File: config.mk
export PLATFORM = sky130hd
export DESIGN_NAME = spi_flash_command_sequencer
export DESIGN_NICKNAME = d
export VERILOG_FILES = /design/src/hdl/sfcs_pkg.sv /design/src/hdl/sfcs_seq.sv /design/src/hdl/spi_flash_command_sequencer.sv
export SDC_FILE = /design/constraint.sdc
export NUM_CORES = 1
export LEC_CHECK = 0
export ABC_AREA = 0
export BUFFER_PORTS_ARGS = -buffer_cell sky130_fd_sc_hd__buf_2
export CORE_UTILIZATION = 48
export CTS_CLUSTER_SIZE = 40
export DETAILED_ROUTE_END_ITERATION = 12
export PLACE_DENSITY = 0.74
export SYNTH_ARGS = -nofsm -noshare
export SYNTH_HDL_FRONTEND = slang
export SYNTH_SLANG_ARGS = --single-unit
File: constraint.sdc
create_clock -name clk_i -period 10.2 [get_ports clk_i]
set_input_delay 1.53 -clock clk_i [delete_from_list [all_inputs] [get_ports clk_i]]
set_output_delay 1.53 -clock clk_i [all_outputs]
set_load 0.01 [all_outputs]
File: src/hdl/sfcs_pkg.sv
// ----------------------------------------------------------------------------
// sfcs_pkg
// Shared types, operation codes, flash opcodes and result builders for the
// SPI flash command sequencer.
// ----------------------------------------------------------------------------
`default_nettype none

package sfcs_pkg;

  // Result beat kinds
  typedef enum logic [1:0] {
    KIND_SEND    = 2'd0,
    KIND_RELEASE = 2'd1,
    KIND_DONE    = 2'd2,
    KIND_DATA    = 2'd3
  } kind_e;

  // Completion status
  typedef enum logic [1:0] {
    ERR_NONE    = 2'd0,
    ERR_BUSY    = 2'd1,
    ERR_IDLE_RX = 2'd2
  } err_e;

  // Input operation codes
  localparam logic [3:0] OP_RDSR   = 4'd0;
  localparam logic [3:0] OP_WRSR   = 4'd1;
  localparam logic [3:0] OP_E4K    = 4'd2;
  localparam logic [3:0] OP_E32K   = 4'd3;
  localparam logic [3:0] OP_E64K   = 4'd4;
  localparam logic [3:0] OP_ECHIP  = 4'd5;
  localparam logic [3:0] OP_PROG   = 4'd6;
  localparam logic [3:0] OP_READ   = 4'd7;
  localparam logic [3:0] OP_RDID   = 4'd8;
  localparam logic [3:0] OP_RX     = 4'd9;

  // Flash opcodes
  localparam logic [7:0] OPC_WRSR  = 8'h01;
  localparam logic [7:0] OPC_PROG  = 8'h02;
  localparam logic [7:0] OPC_READ  = 8'h03;
  localparam logic [7:0] OPC_RDSR  = 8'h05;
  localparam logic [7:0] OPC_WREN  = 8'h06;
  localparam logic [7:0] OPC_E4K   = 8'h20;
  localparam logic [7:0] OPC_EWSR  = 8'h50;
  localparam logic [7:0] OPC_E32K  = 8'h52;
  localparam logic [7:0] OPC_ECHIP = 8'h60;
  localparam logic [7:0] OPC_RDID  = 8'h90;
  localparam logic [7:0] OPC_E64K  = 8'hd8;

  // One input beat
  typedef struct packed {
    logic [3:0]  operation;
    logic [23:0] address;
    logic [7:0]  write_data;
    logic [16:0] byte_count;
    logic [7:0]  rx_byte;
  } item_t;

  // One result beat (last is added at the output)
  typedef struct packed {
    kind_e       kind;
    logic [7:0]  tx_byte;
    logic [15:0] gap_before;
    logic [7:0]  read_value;
    logic [7:0]  device_id;
    err_e        error;
  } result_t;

  // Up to three results caused by one input beat, first in slot 0
  typedef struct packed {
    logic [1:0]        count;
    result_t [2:0]     res;
  } batch_t;

  function automatic result_t send_beat(input logic [7:0] tx, input logic [15:0] gap);
    result_t b;
    b            = '0;
    b.kind       = KIND_SEND;
    b.tx_byte    = tx;
    b.gap_before = gap;
    b.error      = ERR_NONE;
    return b;
  endfunction

  function automatic result_t release_beat();
    result_t b;
    b       = '0;
    b.kind  = KIND_RELEASE;
    b.error = ERR_NONE;
    return b;
  endfunction

  function automatic result_t done_beat(input logic [7:0] rv, input logic [7:0] dev,
                                        input err_e err);
    result_t b;
    b            = '0;
    b.kind       = KIND_DONE;
    b.read_value = rv;
    b.device_id  = dev;
    b.error      = err;
    return b;
  endfunction

  function automatic result_t data_beat(input logic [7:0] rv);
    result_t b;
    b            = '0;
    b.kind       = KIND_DATA;
    b.read_value = rv;
    b.error      = ERR_NONE;
    return b;
  endfunction

endpackage

`default_nettype wire

File: src/hdl/sfcs_seq.sv
// ----------------------------------------------------------------------------
// sfcs_seq
// Command sequencer state and the single-pass step logic: from the current
// step and one registered input beat it forms the batch of result beats and
// the next step.
// ----------------------------------------------------------------------------
`default_nettype none

module sfcs_seq #(
  parameter int MAX_READ_BYTES = 65536,
  parameter int ADDRESS_BITS   = 24
) (
  input  wire                 clk_i,
  input  wire                 rst_ni,
  input  wire                 fire_i,
  input  sfcs_pkg::item_t     item_i,
  input  wire          [15:0] select_gap_i,
  output sfcs_pkg::batch_t    batch_o
);
  import sfcs_pkg::*;

  localparam int          AddrBytes = (ADDRESS_BITS + 7) / 8;
  localparam logic [24:0] MaxRead   = 25'(MAX_READ_BYTES);

  // Step codes
  localparam logic [4:0] ST_IDLE      = 5'd0;
  localparam logic [4:0] ST_WREN      = 5'd1;
  localparam logic [4:0] ST_OPC       = 5'd2;
  localparam logic [4:0] ST_ADDR      = 5'd3;
  localparam logic [4:0] ST_LASTCMD   = 5'd8;
  localparam logic [4:0] ST_POLLCMD   = 5'd9;
  localparam logic [4:0] ST_POLL      = 5'd10;
  localparam logic [4:0] ST_RDSR_CMD  = 5'd11;
  localparam logic [4:0] ST_RDSR_DATA = 5'd12;
  localparam logic [4:0] ST_EWSR      = 5'd13;
  localparam logic [4:0] ST_WRSR_CMD  = 5'd14;
  localparam logic [4:0] ST_WRSR_VAL  = 5'd15;
  localparam logic [4:0] ST_DATA      = 5'd16;
  localparam logic [4:0] ST_MFR       = 5'd17;
  localparam logic [4:0] ST_DEV       = 5'd18;

  logic [4:0]  st_q, st_d;
  logic [3:0]  op_q, op_d;
  logic [23:0] addr_q, addr_d;
  logic [7:0]  val_q, val_d;
  logic [16:0] left_q, left_d;
  logic [7:0]  id_q, id_d;

  logic        in_addr;
  logic [2:0]  addr_n;
  logic [1:0]  addr_sel;
  logic [31:0] addr_ext;
  logic [7:0]  addr_byte;
  logic [16:0] left_dec;
  logic [16:0] count_clamped;
  logic [7:0]  rx;
  logic [7:0]  main_opc;

  // Address phase decode
  always_comb begin
    in_addr   = (st_q >= ST_OPC) && (st_q < 5'(int'(ST_ADDR) + AddrBytes));
    addr_n    = (st_q == ST_OPC) ? 3'd0 : 3'(st_q - ST_ADDR + 5'd1);
    addr_sel  = 2'(AddrBytes - 1 - int'(addr_n));
    addr_ext  = {8'h00, addr_q};
    addr_byte = addr_ext[{addr_sel, 3'b000} +: 8];
  end

  // Misc helpers
  always_comb begin
    rx       = item_i.rx_byte;
    left_dec = (left_q != 17'd0) ? left_q - 17'd1 : 17'd0;
    if ({8'h00, item_i.byte_count} > MaxRead) begin
      count_clamped = MaxRead[16:0];
    end else begin
      count_clamped = item_i.byte_count;
    end
    case (op_q)
      OP_E4K:   main_opc = OPC_E4K;
      OP_E32K:  main_opc = OPC_E32K;
      OP_E64K:  main_opc = OPC_E64K;
      OP_ECHIP: main_opc = OPC_ECHIP;
      default:  main_opc = OPC_PROG;
    endcase
  end

  // Step logic
  always_comb begin
    batch_o = '0;
    st_d    = st_q;
    op_d    = op_q;
    addr_d  = addr_q;
    val_d   = val_q;
    left_d  = left_q;
    id_d    = id_q;
    if (item_i.operation == OP_RX) begin
      if (st_q == ST_IDLE) begin
        batch_o.res[0] = done_beat(8'h00, 8'h00, ERR_IDLE_RX);
        batch_o.count  = 2'd1;
      end else if (in_addr) begin
        if (addr_n != 3'(AddrBytes)) begin
          batch_o.res[0] = send_beat(addr_byte, 16'd0);
          batch_o.count  = 2'd1;
          st_d           = ST_ADDR + {2'b00, addr_n};
        end else begin
          // address sent: continue with the operation's tail
          case (op_q)
            OP_PROG: begin
              batch_o.res[0] = send_beat(val_q, 16'd0);
              batch_o.count  = 2'd1;
              st_d           = ST_LASTCMD;
            end
            OP_READ: begin
              if (left_q == 17'd0) begin
                batch_o.res[0] = release_beat();
                batch_o.res[1] = done_beat(8'h00, 8'h00, ERR_NONE);
                batch_o.count  = 2'd2;
                st_d           = ST_IDLE;
              end else begin
                batch_o.res[0] = send_beat(8'h00, 16'd0);
                batch_o.count  = 2'd1;
                st_d           = ST_DATA;
              end
            end
            OP_RDID: begin
              batch_o.res[0] = send_beat(8'h00, 16'd0);
              batch_o.count  = 2'd1;
              st_d           = ST_MFR;
            end
            default: begin
              batch_o.res[0] = release_beat();
              batch_o.res[1] = send_beat(OPC_RDSR, 16'd0);
              batch_o.count  = 2'd2;
              st_d           = ST_POLLCMD;
            end
          endcase
        end
      end else begin
        unique case (st_q)
          ST_WREN: begin
            batch_o.res[0] = release_beat();
            batch_o.res[1] = send_beat(main_opc, 16'd0);
            batch_o.count  = 2'd2;
            st_d           = (op_q == OP_ECHIP) ? ST_LASTCMD : ST_OPC;
          end
          ST_LASTCMD: begin
            batch_o.res[0] = release_beat();
            batch_o.res[1] = send_beat(OPC_RDSR, 16'd0);
            batch_o.count  = 2'd2;
            st_d           = ST_POLLCMD;
          end
          ST_POLLCMD: begin
            batch_o.res[0] = send_beat(8'h00, 16'd0);
            batch_o.count  = 2'd1;
            st_d           = ST_POLL;
          end
          ST_POLL: begin
            // keep polling while busy is set
            if (rx[0]) begin
              batch_o.res[0] = send_beat(8'h00, 16'd0);
              batch_o.count  = 2'd1;
            end else begin
              batch_o.res[0] = release_beat();
              batch_o.res[1] = done_beat(rx, 8'h00, ERR_NONE);
              batch_o.count  = 2'd2;
              st_d           = ST_IDLE;
            end
          end
          ST_RDSR_CMD: begin
            batch_o.res[0] = send_beat(8'h00, 16'd0);
            batch_o.count  = 2'd1;
            st_d           = ST_RDSR_DATA;
          end
          ST_RDSR_DATA: begin
            batch_o.res[0] = release_beat();
            batch_o.res[1] = done_beat(rx, 8'h00, ERR_NONE);
            batch_o.count  = 2'd2;
            st_d           = ST_IDLE;
          end
          ST_EWSR: begin
            batch_o.res[0] = release_beat();
            batch_o.res[1] = send_beat(OPC_WRSR, select_gap_i);
            batch_o.count  = 2'd2;
            st_d           = ST_WRSR_CMD;
          end
          ST_WRSR_CMD: begin
            batch_o.res[0] = send_beat(val_q, 16'd0);
            batch_o.count  = 2'd1;
            st_d           = ST_WRSR_VAL;
          end
          ST_WRSR_VAL: begin
            batch_o.res[0] = release_beat();
            batch_o.res[1] = done_beat(8'h00, 8'h00, ERR_NONE);
            batch_o.count  = 2'd2;
            st_d           = ST_IDLE;
          end
          ST_DATA: begin
            batch_o.res[0] = data_beat(rx);
            left_d         = left_dec;
            if (left_dec != 17'd0) begin
              batch_o.res[1] = send_beat(8'h00, 16'd0);
              batch_o.count  = 2'd2;
            end else begin
              batch_o.res[1] = release_beat();
              batch_o.res[2] = done_beat(8'h00, 8'h00, ERR_NONE);
              batch_o.count  = 2'd3;
              st_d           = ST_IDLE;
            end
          end
          ST_MFR: begin
            id_d           = rx;
            batch_o.res[0] = send_beat(8'h00, 16'd0);
            batch_o.count  = 2'd1;
            st_d           = ST_DEV;
          end
          ST_DEV: begin
            batch_o.res[0] = release_beat();
            batch_o.res[1] = done_beat(id_q, rx, ERR_NONE);
            batch_o.count  = 2'd2;
            st_d           = ST_IDLE;
          end
          default: begin
            batch_o.res[0] = done_beat(8'h00, 8'h00, ERR_IDLE_RX);
            batch_o.count  = 2'd1;
            st_d           = ST_IDLE;
          end
        endcase
      end
    end else if (item_i.operation <= OP_RDID) begin
      if (st_q != ST_IDLE) begin
        batch_o.res[0] = done_beat(8'h00, 8'h00, ERR_BUSY);
        batch_o.count  = 2'd1;
      end else begin
        // start a new command
        op_d          = item_i.operation;
        addr_d        = item_i.address;
        val_d         = item_i.write_data;
        batch_o.count = 2'd1;
        case (item_i.operation)
          OP_RDSR: begin
            batch_o.res[0] = send_beat(OPC_RDSR, 16'd0);
            st_d           = ST_RDSR_CMD;
          end
          OP_WRSR: begin
            batch_o.res[0] = send_beat(OPC_EWSR, 16'd0);
            st_d           = ST_EWSR;
          end
          OP_READ: begin
            left_d         = count_clamped;
            batch_o.res[0] = send_beat(OPC_READ, 16'd0);
            st_d           = ST_OPC;
          end
          OP_RDID: begin
            addr_d         = 24'd0;
            batch_o.res[0] = send_beat(OPC_RDID, 16'd0);
            st_d           = ST_OPC;
          end
          default: begin
            batch_o.res[0] = send_beat(OPC_WREN, 16'd0);
            st_d           = ST_WREN;
          end
        endcase
      end
    end
  end

  // Sequencer state
  always_ff @(posedge clk_i or negedge rst_ni) begin
    if (!rst_ni) begin
      st_q   <= ST_IDLE;
      op_q   <= 4'd0;
      addr_q <= 24'd0;
      val_q  <= 8'd0;
      left_q <= 17'd0;
      id_q   <= 8'd0;
    end else if (fire_i) begin
      st_q   <= st_d;
      op_q   <= op_d;
      addr_q <= addr_d;
      val_q  <= val_d;
      left_q <= left_d;
      id_q   <= id_d;
    end
  end

endmodule

`default_nettype wire

File: src/hdl/spi_flash_command_sequencer.sv
// ----------------------------------------------------------------------------
// spi_flash_command_sequencer
// Turns flash commands and received SPI bytes into send, release-select,
// data and done beats for a byte-level SPI master.
// ----------------------------------------------------------------------------
// An input beat is captured in an input register, worked in one pass by the
// step logic and its up to three result beats loaded into a three-entry
// result register that drains one beat per cycle while out_stall_i is low;
// last marks the final beat of each input beat. A result passes the input
// register, then the result register, which holds the next input beat back
// until its last beat is taken; the single output port draining it thus sets
// the sustained rate. Beats for unknown operations pass through with no
// result. No memories, no clearing pass.
`default_nettype none

module spi_flash_command_sequencer #(
  parameter int MAX_READ_BYTES = 65536,
  parameter int ADDRESS_BITS   = 24
) (
  input  wire               clk_i,
  input  wire               rst_ni,
  // configuration
  input  wire               cfg_we_i,
  input  wire        [15:0] cfg_wdata_i,
  // input channel
  input  wire               in_valid_i,
  output logic              in_stall_o,
  input  wire        [3:0]  operation_i,
  input  wire        [23:0] address_i,
  input  wire        [7:0]  write_data_i,
  input  wire        [16:0] byte_count_i,
  input  wire        [7:0]  rx_byte_i,
  // result channel
  output logic              out_valid_o,
  input  wire               out_stall_i,
  output logic       [1:0]  kind_o,
  output logic       [7:0]  tx_byte_o,
  output logic       [15:0] gap_before_o,
  output logic       [7:0]  read_value_o,
  output logic       [7:0]  device_id_o,
  output logic       [1:0]  error_o,
  output logic              last_o
);
  import sfcs_pkg::*;

  logic          in_vq;
  item_t         item_q;
  logic [15:0]   gap_q;
  result_t [2:0] rbuf_q;
  logic [1:0]    cnt_q;
  logic          in_accept;
  logic          pop;
  logic          buf_free;
  logic          fire;
  batch_t        batch;

  // Handshake
  assign pop       = out_valid_o && !out_stall_i;
  assign buf_free  = (cnt_q == 2'd0) || ((cnt_q == 2'd1) && pop);
  assign fire      = in_vq && buf_free;
  assign in_stall_o = in_vq && !fire;
  assign in_accept = in_valid_i && !in_stall_o;

  // Select gap register
  always_ff @(posedge clk_i or negedge rst_ni) begin
    if (!rst_ni) begin
      gap_q <= 16'd100;
    end else if (cfg_we_i) begin
      gap_q <= cfg_wdata_i;
    end
  end

  // Input register
  always_ff @(posedge clk_i or negedge rst_ni) begin
    if (!rst_ni) begin
      in_vq <= 1'b0;
    end else if (in_accept) begin
      in_vq <= 1'b1;
    end else if (fire) begin
      in_vq <= 1'b0;
    end
  end

  always_ff @(posedge clk_i) begin
    if (in_accept) begin
      item_q <= '{operation:  operation_i,
                  address:    address_i,
                  write_data: write_data_i,
                  byte_count: byte_count_i,
                  rx_byte:    rx_byte_i};
    end
  end

  // Step logic
  sfcs_seq #(
    .MAX_READ_BYTES (MAX_READ_BYTES),
    .ADDRESS_BITS   (ADDRESS_BITS)
  ) u_seq (
    .clk_i        (clk_i),
    .rst_ni       (rst_ni),
    .fire_i       (fire),
    .item_i       (item_q),
    .select_gap_i (gap_q),
    .batch_o      (batch)
  );

  // Result register: load a batch, else shift out one beat per pop
  always_ff @(posedge clk_i or negedge rst_ni) begin
    if (!rst_ni) begin
      cnt_q <= 2'd0;
    end else if (fire) begin
      cnt_q <= batch.count;
    end else if (pop) begin
      cnt_q <= cnt_q - 2'd1;
    end
  end

  always_ff @(posedge clk_i) begin
    if (fire) begin
      rbuf_q <= batch.res;
    end else if (pop) begin
      rbuf_q[0] <= rbuf_q[1];
      rbuf_q[1] <= rbuf_q[2];
    end
  end

  // Result port
  assign out_valid_o  = (cnt_q != 2'd0);
  assign kind_o       = rbuf_q[0].kind;
  assign tx_byte_o    = rbuf_q[0].tx_byte;
  assign gap_before_o = rbuf_q[0].gap_before;
  assign read_value_o = rbuf_q[0].read_value;
  assign device_id_o  = rbuf_q[0].device_id;
  assign error_o      = rbuf_q[0].error;
  assign last_o       = (cnt_q == 2'd1);

  // Checks
  a_batch_shows: assert property (@(posedge clk_i) disable iff (!rst_ni)
    fire && (batch.count != 2'd0) |=> out_valid_o)
    else $error("loaded result batch not presented");

  a_error_alone: assert property (@(posedge clk_i) disable iff (!rst_ni)
    fire && (batch.res[0].error != ERR_NONE) |-> batch.count == 2'd1)
    else $error("error done not a single-beat result");

  a_data_not_last: assert property (@(posedge clk_i) disable iff (!rst_ni)
    out_valid_o && (kind_o == KIND_DATA) |-> !last_o)
    else $error("data beat marked last");

endmodule

`default_nettype wire

==> summary.txt <==
GRT
  – All-Layer GR Usage: 20.0%
  – First-pass GRT wire length: around 36000 um
  – Vias in the first global route: 6964
  – GRT overflow: 0
  – Initial antenna violation count: 0
  – Largest net degree at the start of global routing: 90

Yosys
  – Post-synth EDFFs: 147
  – Syn. warnings: 0
  – Synthesized Nets: roughly 970
  – Post-synthesis async set-or-reset flop share: between 30 and 40%
  – Synth cell types: 75
  – Synth area leaders: edfxtp_1 41%, dfrtp_1 19%, mux2_2 4.0%
  – Ys flop type: edfxtp_1
  – Synth area leader: edfxtp_1
  – Syn_area_per_cell: 12.1 um2
  – Register area share after synthesis: between 60% and 70%
  – Mapped Cells: between 800 and 900
  – Post-synth top area share: about two fifths
  – Synth Cell Area: between 0.01 and 0.015 mm2
  – Synthesized flop and latch total: 232

Cells and area
  – Commonest cells after routing, fill and taps aside: 147 x edfxtp_1, 127 x buf_2, 82 x dfrtp_1
  – # diodes: 0
  – Commonest non-fill, non-tap cell in the layout: edfxtp_1
  – Share of layout cells above drive strength 1: between 20 and 25%
  – Fillers: about 1800
  – Final instance area: 0.0121 mm2
  – Final Net Count: approximately 1000
  – Synthesis-to-finish area growth: 13.1%

Clock network
  – Longest Clk Path Bufs: 3
  – Clock Root Buffer: clkbuf_16
  – H-tree levels: 1
  – Post-CTS Setup Repair Bufs: 0
  – Worst-path clk slew: roughly 60 ps
  – Worst skew pair latency: between 500 and 600 ps
  – Total CTS buffers: 25
  – PostCTS Resize Cnt: 0
  – Sink Count: 232
  – Hold-fix buffer count after cts: 0
  – CTS tree: built

Timing
  – # setup viols final: 0
  – Final period util: 36.8%
  – RSZ-0062 raised after global routing: no
  – Highest Clock Rate: 266 MHz
  – Final Hold Viols: 0
  – Slew Limit Fails: 0
  – Min Tclk post-route: about 3800 ps
  – Max transition margin: 23.3%
  – Setup_tns: 0 ps
  – Worst Tran Pin Value: around 1200 ps
  – Skew final: just under 10 ps

Die
  – Die Ht: around 150 um
  – # IOs: 129
  – Die Area: around 0.023 mm2
  – CORE AREA: 0.0218 mm2
  – Die W: around 150 um
  – # rows: between 50 and 60
  – Initial Util: between 40 and 50%

Worst setup path
  – Setup crit start kind: input port
  – Critical path's top delay family: simple AND/OR/NAND/NOR gates
  – CP max FO: 3
  – Register-to-Register Path Depth: 7
  – Crit Path Class: in -> out
  – Buf+Inv Stages, Crit Path: 3
  – Top cell by count, worst path: buf_2
  – Critical path depth: 6
  – Worst-path cell chain: buf_2, nor2b_1, nor2_1, nand2_1, inv_1, buf_2
  – Largest stage delay, worst path: 230 ps
  – Critical path startpoint: out_stall_i
  – Critical Path End Type: primary output
  – Worst reg-to-reg setup slack: around 6600 ps
  – Slowest cell on crit path: nor2b_1
  – Worst r2r src: u_seq.st_q[2]
  – CP Data Arrival Time: between 2000 and 2500 ps
  – Worst Path Required: about 8700 ps
  – CP endpoint: in_stall_o
  – Reg2reg end: tx_byte_o[1]

Power and ir drop
  – Pwr Density: roughly 290 mW/mm2
  – Maximum vdd ir drop: around 160 uV
  – Leak: ~4.8 nW

Place
  – GPL Wtd Cong: just under 0.9
  – Cell area after placement: 0.0113 mm2
  – Port-buffer cells: 128
  – DP HPWL: 15200 um

Drt
  – Remaining DRCs: 0
  – Final WL: between 20000 and 25000 um
  – Post-DR wirelength/cell: 18.1 um
  – Via count: a little over 7000
  – Post-DRT Antenna Nets: 0
  – Vias per inst: roughly 5.8
  – DR iter-0 viols: between 600 and 700
  – Pre-Repair DR Iteration Count: 5

Outcome
  – Status: finished clean

Run
  – Max-Cap Viols: 0

Min path
  – HP Class: reg -> reg
## cell type report
class	instances	area [um2]	area share, %
clock buffer	30	664	5.50
clock inverter	15	160	1.32
inverter	16	60.1	0.497
multi-input combinational	541	3580	29.6
sequential	232	6550	54.1
tap	280	350	2.90
timing repair buffer	139	726	6.00
## sequential cells by signal, summed over array words and instances, names as in the netlist, 4 cells and up
signal / count
u_seq.st_q: 5
item_q: 61
u_seq.id_q: 8
device_id_o: 8
u_seq.addr_q: 24
u_seq.val_q: 8
rbuf_q: 42
gap_q: 16
tx_byte_o: 8
read_value_o: 8
u_seq.op_q: 4
gap_before_o: 16
u_seq.left_q: 17
## worst min-delay path by stage
stage	startpoint	to	cells past startpoint
2_1_floorplan	item_q[33]	u_seq.addr_q[0]	1
3_3_place_gp	item_q[43]	u_seq.addr_q[10]	1
3_5_place_dp	item_q[33]	u_seq.addr_q[0]	1
4_1_cts	item_q[33]	u_seq.addr_q[0]	1
5_1_grt	item_q[40]	u_seq.addr_q[7]	1
6_report	item_q[33]	u_seq.addr_q[0]	1
## synth_stat cells, types with 8 or more instances
cell / instances
mux2_2: 38
a21oi_1: 36
nor3_1: 17
edfxtp_1: 147
nand2_1: 53
inv_1: 13
ha_1: 8
o21ai_0: 58
nor4_1: 16
a31oi_1: 8
and2_1: 53
clkbuf_1: 45
dfrtp_1: 82
nor2_1: 55
a22o_1: 29
o2bb2ai_1: 8
nand3_1: 18
buf_4: 45
nand2b_1: 8
mux2i_1: 9
a22oi_1: 20
## power breakdown
part,total [mW],internal (mW),switching (mW)
Sequential,1.59,1.40,0.188
Combinational,1.02,0.384,0.640
Clock,0.895,0.541,0.354
Total,3.51,2.33,1.18
## cell families (layout without fill, tap and decap cells)
family	after synthesis	in the layout	share of synthesized area, %
buf+inv	111	200	5.50
simple gates	270	270	13.5
xor+xnor	4	4	0.328
flops	232	232	61.3
fa+ha+maj	8	8	0.937
mux	47	47	4.85
compound gates	212	212	13.7
## layer usage
metal  GRT usage, %  vias up  share of wire, %
met4           6.25        0               2.7
li1               -     3391                 -
met2           31.8      289                47
met1           28.1     3509                44
met5              0        -                 0
met3           3.01       48               6.2
## worst reg2reg max path, cell delays in order, from the launching register on
cell and delay, ps:
dfrtp_1 770, clkinv_1 480, ha_1 370, a2111o_1 530, o41ai_4 580, a22oi_1 200
a211o_1 340, a21oi_2 150
## stage by stage
stage               utilization, %  setup slack (ps)  hold WS, ps  cells  power [mW]
CTS                           55.4              6450          461   1253        3.53
finish                        55.4              6450          460   1253        3.51
global route                  55.4              6370          478   1253        3.71
floorplan                        -              1420          443    884        2.40
global placement              51.6              6260          447   1208        2.60
detailed placement            51.6              6180          448   1208        2.62
Power figures use the tool's default switching activity.
